$ cat src/sv/lars_pkg.sv
// Shared types and constants for the raster life step block.
// Register indexes, reset values of the rule masks, result word layout.
// No dependencies.
package lars_pkg;

  // Configuration register indexes
  localparam int CFG_IDX_W = 2;
  typedef logic [CFG_IDX_W-1:0] cfg_idx_t;

  localparam cfg_idx_t REG_FRAME_WIDTH  = 2'd0;
  localparam cfg_idx_t REG_FRAME_HEIGHT = 2'd1;
  localparam cfg_idx_t REG_BIRTH_MASK   = 2'd2;
  localparam cfg_idx_t REG_SURVIVE_MASK = 2'd3;

  // Register widths and reset values (birth on 3, survive on 2 or 3)
  localparam int CFG_DATA_W = 9;
  typedef logic [CFG_DATA_W-1:0] cfg_data_t;

  localparam cfg_data_t RST_FRAME_WIDTH  = 9'd256;
  localparam cfg_data_t RST_FRAME_HEIGHT = 9'd256;
  localparam cfg_data_t RST_BIRTH_MASK   = 9'b000001000;
  localparam cfg_data_t RST_SURVIVE_MASK = 9'b000001100;
  localparam cfg_data_t MIN_FRAME_SIZE   = 9'd3;

  // Position fields of a result word
  localparam int POS_W = 8;
  typedef logic [POS_W-1:0] pos_t;

  // Live neighbour count, 0..8
  typedef logic [3:0] nbr_count_t;

  typedef struct packed {
    logic alive;
    pos_t row;
    pos_t col;
    logic last;
  } res_t;

  // Count live neighbours: the eight window bits around the centre
  function automatic nbr_count_t count_neighbours(input logic [8:0] win);
    nbr_count_t n;
    n = '0;
    for (int k = 0; k < 9; k++) begin
      if (k != 4) begin
        n = n + nbr_count_t'(win[k]);
      end
    end
    return n;
  endfunction

endpackage

$ cat src/sv/life_automaton_raster_step.sv
// One generation step of a B3/S23-style life grid, streamed in raster order.
// Depends on lars_pkg (register indexes, result word, neighbour count).

// The block takes one cell per cycle in raster order while in_stall is low, and returns
// through its output register the next state of the cell one row up and one column left,
// with its row and column; inputs in row 0 or column 0 give no word. Border cells come
// out dead, and frame_last marks the word from the final input of a frame. Two line
// stores keep the two rows above; each is read ahead, into a registered read word, at the
// column that the next cell will use, so a cell can enter every cycle that in_stall is low.
// The result sits in an output register backed by one skid word: in_stall rises only while
// the skid word is held. The user must write frame size and rule masks through the
// configuration port only while the stream is idle; the block does not enforce it. Sizes
// outside 3..MAX saturate. The stores need no clearing after reset.
module life_automaton_raster_step #(
  parameter int MAX_WIDTH  = 256,
  parameter int MAX_HEIGHT = 256
) (
  input  logic                 clk,
  input  logic                 rst,
  // cell input
  input  logic                 in_valid,
  output logic                 in_stall,
  input  logic                 cell_alive,
  // result output
  output logic                 out_valid,
  input  logic                 out_stall,
  output logic                 next_alive,
  output lars_pkg::pos_t       out_row,
  output lars_pkg::pos_t       out_col,
  output logic                 frame_last,
  // configuration writes
  input  logic                 cfg_valid,
  output logic                 cfg_ready,
  input  lars_pkg::cfg_idx_t   cfg_index,
  input  lars_pkg::cfg_data_t  cfg_data
);
  import lars_pkg::*;

  localparam int CW = (MAX_WIDTH  > 1) ? $clog2(MAX_WIDTH)  : 1;
  localparam int RW = (MAX_HEIGHT > 1) ? $clog2(MAX_HEIGHT) : 1;

  typedef logic [CW-1:0] col_t;
  typedef logic [RW-1:0] row_t;
  typedef logic [CW:0]   wsize_t;
  typedef logic [RW:0]   hsize_t;

  // Configuration registers
  cfg_data_t frame_width;
  cfg_data_t frame_height;
  cfg_data_t birth_mask;
  cfg_data_t survive_mask;

  // Stream state
  col_t       col_counter;
  col_t       col_counter_next;
  row_t       row_counter;
  row_t       row_counter_next;
  logic [8:0] window_bits;
  logic [8:0] window_bits_next;

  // Line stores and their registered read words
  logic line_store_above     [MAX_WIDTH];
  logic line_store_two_above [MAX_WIDTH];
  logic above_rd;
  logic two_above_rd;
  col_t rd_addr;

  // Output register and skid word
  res_t res_out;
  res_t res_skid;
  logic skid_valid;
  res_t res_new;

  logic   in_take;
  logic   out_take;
  logic   emit;
  wsize_t w_size;
  hsize_t h_size;
  wsize_t col_inc;
  hsize_t row_inc;
  hsize_t row_adv;
  row_t   row_m1;
  col_t   col_m1;
  logic   centre;
  nbr_count_t nbr;
  logic   next_state;

  assign cfg_ready = 1'b1;
  assign in_stall  = skid_valid;
  assign in_take   = in_valid && !skid_valid;
  assign out_take  = out_valid && !out_stall;

  // Write configuration registers
  always_ff @(posedge clk) begin
    if (rst) begin
      frame_width  <= RST_FRAME_WIDTH;
      frame_height <= RST_FRAME_HEIGHT;
      birth_mask   <= RST_BIRTH_MASK;
      survive_mask <= RST_SURVIVE_MASK;
    end else if (cfg_valid && cfg_ready) begin
      case (cfg_index)
        REG_FRAME_WIDTH:  frame_width  <= cfg_data;
        REG_FRAME_HEIGHT: frame_height <= cfg_data;
        REG_BIRTH_MASK:   birth_mask   <= cfg_data;
        REG_SURVIVE_MASK: survive_mask <= cfg_data;
        default: ;
      endcase
    end
  end

  // Saturate frame size to 3..MAX
  always_comb begin
    if (frame_width < MIN_FRAME_SIZE) begin
      w_size = wsize_t'(MIN_FRAME_SIZE);
    end else if (32'(frame_width) > 32'(MAX_WIDTH)) begin
      w_size = wsize_t'(MAX_WIDTH);
    end else begin
      w_size = wsize_t'(frame_width);
    end
    if (frame_height < MIN_FRAME_SIZE) begin
      h_size = hsize_t'(MIN_FRAME_SIZE);
    end else if (32'(frame_height) > 32'(MAX_HEIGHT)) begin
      h_size = hsize_t'(MAX_HEIGHT);
    end else begin
      h_size = hsize_t'(frame_height);
    end
  end

  // Advance raster position; wrap at once if past the current size
  always_comb begin
    col_inc = wsize_t'(col_counter) + 1'b1;
    row_adv = hsize_t'(row_counter);
    col_counter_next = col_counter;
    row_counter_next = row_counter;
    row_inc = row_adv;
    if (in_take) begin
      if (col_inc >= w_size) begin
        col_counter_next = '0;
        row_inc = row_adv + 1'b1;
      end else begin
        col_counter_next = col_inc[CW-1:0];
      end
      if (row_inc >= h_size) begin
        row_counter_next = '0;
      end else begin
        row_counter_next = row_inc[RW-1:0];
      end
    end
  end

  always_ff @(posedge clk) begin
    if (rst) begin
      col_counter <= '0;
      row_counter <= '0;
      window_bits <= '0;
    end else begin
      col_counter <= col_counter_next;
      row_counter <= row_counter_next;
      if (in_take) begin
        window_bits <= window_bits_next;
      end
    end
  end

  // Shift the new column into the window: two-up, one-up, current
  assign window_bits_next = {cell_alive, above_rd, two_above_rd, window_bits[8:3]};

  // Read the next column into the registered read words; write the current column
  assign rd_addr = rst ? '0 : col_counter_next;

  always_ff @(posedge clk) begin
    if (in_take) begin
      line_store_two_above[col_counter] <= above_rd;
      line_store_above[col_counter]     <= cell_alive;
    end
    above_rd     <= line_store_above[rd_addr];
    two_above_rd <= line_store_two_above[rd_addr];
  end

  // Apply the rule to the window centre
  always_comb begin
    row_m1 = row_counter - 1'b1;
    col_m1 = col_counter - 1'b1;
    emit   = (row_counter != '0) && (col_counter != '0)
          && (hsize_t'(row_counter) < h_size) && (wsize_t'(col_counter) < w_size);
    centre = window_bits_next[4];
    nbr    = count_neighbours(window_bits_next);
    if (row_m1 == '0 || col_m1 == '0) begin
      next_state = 1'b0;
    end else if (centre) begin
      next_state = survive_mask[nbr];
    end else begin
      next_state = birth_mask[nbr];
    end
    res_new.alive = next_state;
    res_new.row   = pos_t'(row_m1);
    res_new.col   = pos_t'(col_m1);
    res_new.last  = (hsize_t'(row_counter) == h_size - 1'b1)
                 && (wsize_t'(col_counter) == w_size - 1'b1);
  end

  // Output register with one skid word behind it
  always_ff @(posedge clk) begin
    if (rst) begin
      out_valid  <= 1'b0;
      skid_valid <= 1'b0;
    end else if (skid_valid) begin
      if (out_take) begin
        skid_valid <= 1'b0;
      end
    end else if (in_take && emit) begin
      if (out_valid && !out_take) begin
        skid_valid <= 1'b1;
      end else begin
        out_valid <= 1'b1;
      end
    end else if (out_take) begin
      out_valid <= 1'b0;
    end
  end

  always_ff @(posedge clk) begin
    if (skid_valid) begin
      if (out_take) begin
        res_out <= res_skid;
      end
    end else if (in_take && emit) begin
      if (out_valid && !out_take) begin
        res_skid <= res_new;
      end else begin
        res_out <= res_new;
      end
    end
  end

  assign next_alive = res_out.alive;
  assign out_row    = res_out.row;
  assign out_col    = res_out.col;
  assign frame_last = res_out.last;

endmodule

$ cat config.mk
export PLATFORM = sky130hd
export DESIGN_NAME = life_automaton_raster_step
export DESIGN_NICKNAME = d
export VERILOG_FILES = /design/src/sv/lars_pkg.sv /design/src/sv/life_automaton_raster_step.sv
export SDC_FILE = /design/constraint.sdc
export NUM_CORES = 1
export LEC_CHECK = 0
export ABC_AREA = 1
export BUFFER_PORTS_ARGS = -buffer_cell sky130_fd_sc_hd__buf_2
export CAP_MARGIN = 20
export CORE_ASPECT_RATIO = 1.25
export CORE_UTILIZATION = 40
export CTS_BUF_LIST = sky130_fd_sc_hd__clkbuf_8
export CTS_CLUSTER_SIZE = 30
export DETAILED_ROUTE_END_ITERATION = 16
export PLACE_DENSITY = 0.53
export SLEW_MARGIN = 20
export SYNTH_ARGS = -nofsm -noshare
export SYNTH_HDL_FRONTEND = slang
export SYNTH_SLANG_ARGS = --single-unit
$ cat constraint.sdc
create_clock -name clk -period 7.6 [get_ports clk]
set_input_delay 0.76 -clock clk [delete_from_list [all_inputs] [get_ports clk]]
set_output_delay 0.76 -clock clk [all_outputs]
set_load 0.01 [all_outputs]
Word level (Yosys, flattened, before mapping). Memories as Yosys holds them, arrays and structs flattened. A register that Yosys moved wholly into a read port is not among the register bits. Index checks and enable logic that the tools add are counted.

Output and inout port bits: 21. Memory bits (writable): 512. Memories: 2. Bits in registers: 99. Logic and storage cells: 105. ROM bits: 0. Latch bits: 0.

Multiplexer cells: 29. Shifts and indexed selects: 0. Reduce and logical (&&, ||, !) cells: 26. Eq/ne operators: 8. $mul: 0. $add $sub $neg: 13. Div/mod/pow operators: 0. Bitwise operators: 1. $lt $le $gt $ge: 9.

Memory list: line_store_above (words 256, width 1, read ports 1, clocked after memory_dff 1, write ports 1, line life_automaton_raster_step.sv:62) `logic line_store_above [MAX_WIDTH];`; line_store_two_above (words 256, width 1, read ports 1, clocked after memory_dff 1, write ports 1, line life_automaton_raster_step.sv:63) `logic line_store_two_above [MAX_WIDTH];`.

Operator list (number): 18-bit two-way mux (4); 9-bit two-way mux (6); 8-bit two-way mux (4); 8-bit by 1-bit adder with 9-bit output (second input constant) (2); 8-bit by 9-bit == test with 1-bit output (2); 9-bit greater-or-equal comparator (2); 9-bit > comparator (second input constant) (2); 8-bit by 9-bit less-than comparator with 1-bit output (2); 9-bit by 2-bit less-than comparator with 1-bit output (second input constant) (2); 9-bit by 1-bit subtractor with 9-bit output (second input constant) (2); 4-bit by 1-bit adder with 4-bit output (4); 8-bit logical NOT (2); 8-bit nonzero test (2); 8-bit by 1-bit subtractor with 8-bit output (second input constant) (2); 1-bit two-way mux (13); 3-bit AND reduction (3); 1-bit binary-select mux with 4-bit select (2); 1-bit logical AND (8); 2-bit AND reduction (4); 4-bit by 5-bit less-than comparator with 1-bit output (second input constant) (1); 3-bit by 1-bit adder with 4-bit output (1); 2-bit == test (second input constant) (2); 2-bit inequality test (second input constant) (2); 2-bit nonzero test (2); other kinds (8) (10).

Logic depth before layout (Yosys ltp). Gate-level depths: netlist of run 1.

Depth in word-level cells: 14. Mapped depth: 28. Gate-level depth less buffers: 26.

Least setup slack after synthesis of run 1. OpenSTA, ideal clock, no wires.

Path type: register to register. Start point: register above_rd, read port of line_store_above. End point: register res_out (netlist bit next_alive), data pin. Arrival time: 6180 ps. Slack: 1167 ps. Data required time: 7347 ps. Setup time: 253 ps. Clock period less this slack: 6433 ps. Stages on the path, launching flop included: 15. Buffers on the path: 0. Cell sequence: dfxtp_1 -> inv_1 -> fa_1 -> fa_1 -> inv_1 -> ha_1 -> fa_1 -> inv_1 -> o21ai_0 -> a21oi_1 -> o21bai_1 -> nand4_1 -> a21oi_1 -> nand2_1 -> nand2_1.

Cells in the longest elaborated chain, start to end: 9.

Ends and longest elaborated chain: from (decl) (line life_automaton_raster_step.sv:64) `logic above_rd;`; 4-bit by 1-bit adder with 4-bit output (*) (2 in a row) (line lars_pkg.sv:45) `n = n + nbr_count_t'(win[k]);`; 1-bit binary-select mux with 4-bit select, on equally long branches (line life_automaton_raster_step.sv:193, life_automaton_raster_step.sv:191); 1-bit two-way mux, on equally long branches (line life_automaton_raster_step.sv:193, life_automaton_raster_step.sv:191); 1-bit two-way mux (*) (line life_automaton_raster_step.sv:190) `end else if (centre) begin`; 1-bit two-way mux (*) (line life_automaton_raster_step.sv:188) `if (row_m1 == '0 || col_m1 == '0) begin`; named net next_state (line life_automaton_raster_step.sv:86) `logic next_state;`; 18-bit two-way mux (*) (line life_automaton_raster_step.sv:228) `if (out_valid && !out_take) begin`; 18-bit two-way mux (*) (line life_automaton_raster_step.sv:227) `end else if (in_take && emit) begin`; 18-bit two-way mux (*) (line life_automaton_raster_step.sv:223) `if (skid_valid) begin`; to (signal assigned) (line life_automaton_raster_step.sv:225) `res_out <= res_skid;`; to (signal assigned) (line life_automaton_raster_step.sv:231) `res_out <= res_new;`; to (decl) (line life_automaton_raster_step.sv:69) `res_t res_out;`.

Mark *: on every way through the listed nets, which the timed path passes. The rest lies on a longest branch. The select of a mux whose other input is x is not followed. A chain may end at the register's enable or synchronous reset.

Worst setup path after layout of run 1.
Start point: register col_counter[0]. End point: register above_rd, read port of line_store_above.

Cells in the longest elaborated chain, start to end: 5.

Ends and longest elaborated chain: from (decl) (line life_automaton_raster_step.sv:54) `col_t col_counter;`; from (signal assigned) (line life_automaton_raster_step.sv:157) `col_counter <= col_counter_next;`; 8-bit by 1-bit adder with 9-bit output (line life_automaton_raster_step.sv:131) `col_inc = wsize_t'(col_counter) + 1'b1;`; 9-bit greater-or-equal comparator (line life_automaton_raster_step.sv:137) `if (col_inc >= w_size) begin`; 8-bit two-way mux (line life_automaton_raster_step.sv:137); 8-bit two-way mux (*) (line life_automaton_raster_step.sv:136) `if (in_take) begin`; 8-bit two-way mux (*).

Mark *: on every way between the ends. The rest lies on a longest branch, timed or not.

==> results of run 1 <==
layout by cell type, fill, tap and decap left out, types with 6 or more instances in the layout:
cell / instances
dfxtp_1: 61
nor3_1: 12
nand3_1: 471
clkinv_2: 6
inv_1: 345
clkinv_1: 16
ha_1: 49
o21ai_0: 70
nand3b_1: 157
inv_2: 9
nand4_1: 16
nand3_2: 6
xor2_1: 28
nand2_1: 583
nor2_1: 358
o211ai_1: 28
clkbuf_8: 118
buf_4: 35
edfxtp_1: 548
buf_2: 35
a21oi_1: 49
worst max-delay path: stages, from the launching register on:
cell and delay (ps):
dfxtp_1 560, ha_1 350, inv_1 90, nor2_1 180
xor2_1 220, inv_1 70, ha_1 290, nand2_1 90
inv_1 40, nand2_1 50, nand3_1 90, nand2_2 130
nand3_1 190, nand2_8 550, nand2_4 560, inv_2 880
buf_4 310, nand2_1 70, nand2_1 50, nand2_1 50
nand3_1 100, nand3_1 130, nand3_1 180, nand3_1 90
nand3_1 100, nand3_1 90, nand2_1 70
sequential cells by signal, summed over array words and instances (netlist names):
name	count
above_rd	1
birth_mask	9
col_counter	8
frame_height	9
frame_last	1
frame_width	9
in_stall	1
line_store_above	256
line_store_two_above	256
next_alive	1
out_col	8
out_row	8
out_valid	1
res_skid	18
row_counter	8
survive_mask	9
two_above_rd	1
window_bits	6
power by group through the flow:
stage	registers (mW)	clock network [mW]	logic, mW
2_1_floorplan	3.98	0	0.653
3_3_place_gp	3.91	0	1.08
3_5_place_dp	3.92	0	1.09
4_1_cts	3.85	2.87	1.09
5_1_grt	3.85	3.00	1.20
6_report	3.85	2.80	1.08
layout make-up:
class	count	area (um2)	share of cell area, %
repair buffers	74	509	1.59
clock buffers	118	1620	5.07
inverters	316	1190	3.71
clock inverters	66	325	1.02
well taps	952	1190	3.72
multi-input cells	1882	9480	29.6
diodes	1	2.50	0.00781
flip-flops and latches	610	17700	55.3
metal layers:
layer / vias to the layer above / share of wire [%]
met5: - / 0.013
met4: 2 / 2.5
met3: 142 / 5.1
met2: 603 / 51
met1: 10400 / 42
li1: 10100 / -
synth_stat cells, drive strengths merged, types with 3 or more instances:
cell and instances:
a211oi 5, a21o 3, a21oi 51, buf 91
clkbuf 90, dfxtp 62, edfxtp 548, fa 4
ha 49, inv 314, nand2 588, nand3 478
nand3b 157, nand4 16, nor2 358, nor3 17
nor4 3, o2111ai 3, o211ai 30, o21a 5
o21ai 73, xnor2 4, xor2 28
path summary, 6_finish.rpt:
kind	start	endpoint	slack [ps]	cells past startpoint
max	col_counter[0]	above_rd	1850	26
min	cfg_data[3]	birth_mask[3]	310	3
max reg2reg	col_counter[0]	above_rd	1850	26
min reg2reg	survive_mask[0]	survive_mask[0]	450	2
cell families after synthesis:
kind of cell,Yosys count,synth area share (%)
AO/OA/AOI/OAI,178,3.62
XOR/XNOR,32,0.961
adder cells (fa/ha/maj),53,2.38
buffers and inverters,497,7.08
flip-flops,610,60.7
other,1,0.0129
AND/OR/NAND/NOR,1618,25.3
==> results.py, run 1 <==
metrics = {
    "routing": {
        "ant_nets": 0,
        "post-route-drc-count": 0,
        "routed_wl_um": 82000,
        "firstDrtPassIters": 5,
        "vias": 21300,
        "avgViaCountPerCell": 5.30,
        "first_iter_violations": 1722,
        "wl_per_cell_um": 20.4,
    },
    "timing": {
        "post-route-worst-setup-slack_ps": 1850,
        "worstMarginPinSlew_ps": 1110,
        "setup_viol": 0,
        "finalCriticalPeriod_ps": 5750,
        "relSlewSlack_pct": 25.8,
        "finalClockSkew_ps": 31.0,
        "final_hold_viol_count": 0,
        "fmaxAchievable_mhz": 174,
        "holdWs_ps": 312,
        "fin_crit_sh_pct": 75.7,
        "rsz0062_at_grt": "no",
        "setup_tns_ps": 0,
        "drv_slew": 0,
    },
    "finish": {
        "fin_cells": 4019,
        "fin_util_pct": 44.4,
        "design_area_um2": 32000,
        "areaGrowthSynthToFinish_pct": 9.79,
        "nFillCells": 7053,
        "nets": 3053,
        "final_layout_size_suffix_gt1_share_pct": 7.70,
    },
    "grt": {
        "grt_util_met3_pct": 3.25,
        "grt_antenna_before_repair": 2,
        "track_usage_pct": 22.1,
        "grt_pass1_vias": 21200,
        "gr-max-usage-layer": "met2",
        "gr-usage-met1_pct": 27.4,
        "grt_pass1_wl_um": 125000,
        "grt_max_degree": 167,
        "grtUsageMet2_pct": 39.3,
        "overflow": 0,
    },
    "clocking": {
        "clock_latency_ps": 720,
        "cts_resized": 0,
        "cts_tree": "yes",
        "cts_buffers": 99,
        "cts_root_buf": "clkbuf_8",
        "clock-sinks": 610,
        "clockBufferDepth": 3,
        "cts.clk_slew.worst_paths_ps": 60,
        "htreeDepth": 3,
        "post-cts-setup-buffer-count": 0,
        "postCtsHoldBufs": 0,
    },
    "outcome": {
        "outcome": "finished clean",
    },
    "placement": {
        "placed_cells": 3834,
        "place_ws_ps": 1860,
        "portBuffers": 36,
        "hpwl_um": 47100,
        "gp_congestion": 0.831,
        "placed_cell_area_um2": 30100,
    },
    "floorplanning": {
        "rows": 110,
        "dieHeight_um": 304,
        "fp.dieArea_um2": 74000,
        "initial_core_util_pct": 40.4,
        "core_um2": 72100,
        "die_w_um": 244,
        "ioPinCount": 38,
    },
    "synthesis": {
        "synth_seq_area_share_pct": 60.7,
        "syn_inst": 2989,
        "yosys.area.top_type": "edfxtp_1",
        "synth-seq-cells": 610,
        "ys_types": 43,
        "synth_edf_count": 548,
        "yosys-top-cells-area": "edfxtp_1 (56%), nand3_1 (8.2%), nand2_1 (7.5%)",
        "synthArstFlopShare_pct": 0,
        "syn-num-nets": 3059,
        "avgSynthCellArea_um2": 9.76,
        "yosysWarningCount": 0,
        "synthFlopType": "edfxtp_1",
        "synth_top_cell_area_share_pct": 56.4,
        "syn_area_um2": 29200,
    },
    "critical_path": {
        "crit_path_end_kind": "register",
        "worstSetupStartpointType": "register",
        "arrival_ps": 6390,
        "criticalPathCategory": "reg -> reg",
        "critPathRequiredTime_ps": 8240,
        "crit_path_max_fanout": 98,
    },
    "job": {
        "maxCapViolCount": 0,
    },
    "power_and_ir_drop": {
        "powerDensity_nw_per_um2": 241,
        "seq_power_share_pct": 49.8,
        "peakVddDrop_v": 0.000140,
        "intPower_mw": 5.56,
        "p_switching_mw": 2.17,
        "p_clk_share_pct": 36.3,
        "p_sw_share_pct": 28.1,
        "comb_power_share_pct": 14.0,
        "total_power_mw": 7.73,
        "p_leak_nw": 12.4,
    },
    "worst_hold_path": {
        "hp-class": "in -> reg",
    },
}
(Power assumes the default switching activity.)
==> inputs of run 2 (changes only) <==
--- a/config.mk
+++ b/config.mk
@@ -13,7 +13,7 @@
 export CTS_BUF_LIST = sky130_fd_sc_hd__clkbuf_8
 export CTS_CLUSTER_SIZE = 30
 export DETAILED_ROUTE_END_ITERATION = 16
-export PLACE_DENSITY = 0.53
+export PLACE_DENSITY = 0.55
 export SLEW_MARGIN = 20
 export SYNTH_ARGS = -nofsm -noshare
 export SYNTH_HDL_FRONTEND = slang
==> constraint.sdc (replaced) <==
create_clock -name clk -period 4.6 [get_ports clk]
set_input_delay 0.46 -clock clk [delete_from_list [all_inputs] [get_ports clk]]
set_output_delay 0.46 -clock clk [all_outputs]
set_load 0.01 [all_outputs]
==> run 2 against run 1 <==
- combinational power rose by 69%
- sequential cell count stayed put
- hold slack lost 240 ps
- first-iteration DRC count decreased by 4.0%
- die area is the same
- critical path depth is 3 lower
- setup slack lost 1500 ps
- total power up 61%
- largest cell class unchanged
- largest power group unchanged
==> results.py, run 2 (synthesized netlist as in run 1, its figures left out) <==
metrics = {
    "floorplanning": {
        "die_w_um": 244,
        "core_um2": 72100,
        "rows": 110,
        "dieHeight_um": 304,
        "initial_core_util_pct": 40.4,
        "fp.dieArea_um2": 74000,
        "ioPinCount": 38,
    },
    "placement": {
        "place_ws_ps": 282,
        "portBuffers": 36,
        "gp_congestion": 0.840,
        "hpwl_um": 47800,
    },
    "timing": {
        "fin_crit_sh_pct": 93.1,
        "relSlewSlack_pct": 32.5,
        "drv_slew": 0,
        "fmaxAchievable_mhz": 233,
        "finalCriticalPeriod_ps": 4280,
        "holdWs_ps": 76.9,
        "finalClockSkew_ps": 36.6,
        "setup_viol": 0,
        "worstMarginPinSlew_ps": 1010,
        "setup_tns_ps": 0,
        "post-route-worst-setup-slack_ps": 317,
        "final_hold_viol_count": 0,
        "rsz0062_at_grt": "no",
    },
    "worst_hold_path": {
        "min-delay-start": "cfg_data[7]",
        "hp-class": "in -> reg",
    },
    "job": {
        "maxCapViolCount": 0,
    },
    "power_and_ir_drop": {
        "peakVddDrop_v": 0.000228,
        "p_leak_nw": 12.4,
        "total_power_mw": 12.5,
        "powerDensity_nw_per_um2": 388,
    },
    "routing": {
        "firstDrtPassIters": 6,
        "ant_nets": 0,
        "wl_per_cell_um": 20.1,
        "post-route-drc-count": 0,
        "first_iter_violations": 1653,
        "vias": 21600,
        "routed_wl_um": 81200,
        "avgViaCountPerCell": 5.36,
    },
    "clocking": {
        "cts.clk_slew.worst_paths_ps": 70,
        "htreeDepth": 3,
        "clockBufferDepth": 3,
        "post-cts-setup-buffer-count": 0,
        "cts_root_buf": "clkbuf_8",
        "cts_buffers": 97,
        "clock-sinks": 610,
        "clock_latency_ps": 710,
        "cts_tree": "yes",
    },
    "critical_path": {
        "crit_path_max_fanout": 35,
        "crit_start": "col_counter[1]",
        "worstSetupStartpointType": "register",
        "r2r-start": "col_counter[1]",
        "critPathRequiredTime_ps": 5180,
        "criticalPathCategory": "reg -> reg",
        "crit_path_end_kind": "register",
        "arrival_ps": 4860,
    },
    "finish": {
        "layout_commonest_cell": "nand2_1",
        "top_regs": "line_store_above x256, line_store_two_above x256, res_skid x18",
        "most-common-layout-cells": "nand2_1 (583), edfxtp_1 (548), nand3_1 (477), nor2_1 (357), inv_1 (328)",
        "areaGrowthSynthToFinish_pct": 10.4,
        "nets": 3080,
        "nFillCells": 6959,
        "final_layout_size_suffix_gt1_share_pct": 8.33,
    },
    "grt": {
        "track_usage_pct": 22.0,
        "grt_max_degree": 201,
        "overflow": 0,
        "grt_antenna_before_repair": 1,
        "grt_pass1_wl_um": 125000,
        "grt_pass1_vias": 21800,
    },
    "outcome": {
        "outcome": "finished clean",
    },
}
[run 2: per-layer routing]
metal  global-route usage (%)  wire length [um]
met1                     26.5             32500
met2                     39.2             41400
met3                     2.90              4460
met4                     9.36              2840
met5                        0                 0
[run 2: per-stage QoR]
| step | area, um2 | utilization [%] | std cells |
|---|---|---|---|
| 3_3_place_gp | 30400 | 42.1 | 3860 |
| 6_report | 32200 | 44.6 | 4037 |
| 5_1_grt | 32200 | 44.6 | 4037 |
| 4_1_cts | 32200 | 44.6 | 4036 |
| 3_5_place_dp | 30400 | 42.1 | 3860 |
| 2_1_floorplan | 29200 | - | 2989 |
[run 2: timing repair]
item,CTS,global route
setup endpoints to repair,0,10
endpoints found under the hold margin,4,0
gates resized for setup,0,4
hold buffers,3,0
[run 2: power by group]
| group | switching [mW] | internal, mW | leakage, nW |
|---|---|---|---|
| clock | 2.16 | 2.14 | 1.01 |
| sequential | 0.0462 | 6.29 | 5.42 |
| combinational | 1.33 | 0.499 | 6.00 |
[run 2: path summary, 6_finish.rpt]
check        depth (start not counted)         endpoint  slack [ps]
max reg2reg                         23         above_rd         320
max                                 23         above_rd         320
min reg2reg                          2  survive_mask[0]         450
min                                  3  frame_height[7]          80
[run 2: final cells by class]
type / count / area [um2] / share of cell area (%)
Antenna cell: 1 / 2.50 / 0.00777
Clock buffer: 104 / 1430 / 4.45
Clock inverter: 69 / 332 / 1.03
Inverter: 316 / 1190 / 3.69
Multi-Input combinational cell: 1882 / 9450 / 29.4
Sequential cell: 610 / 17700 / 55.0
Tap cell: 952 / 1190 / 3.70
Timing Repair Buffer: 103 / 888 / 2.76
[run 2: worst max-delay path: stages (launching register included)]
cell      delay, ps
dfxtp_2         420
nand3_1         130
nor2_1          170
inv_1            90
nor2_1          150
nand2_1          80
xor2_1          230
inv_1            70
ha_1            270
nand2_1          90
inv_1            70
a21oi_4         240
nand2_2         200
o21ai_0         210
nand3b_1        280
inv_2           170
buf_4           440
nand3_1         160
nand3_1         100
nand3_1         140
nand3_1         110
nand3_1          80
nand3_1         170
nand2_1          60
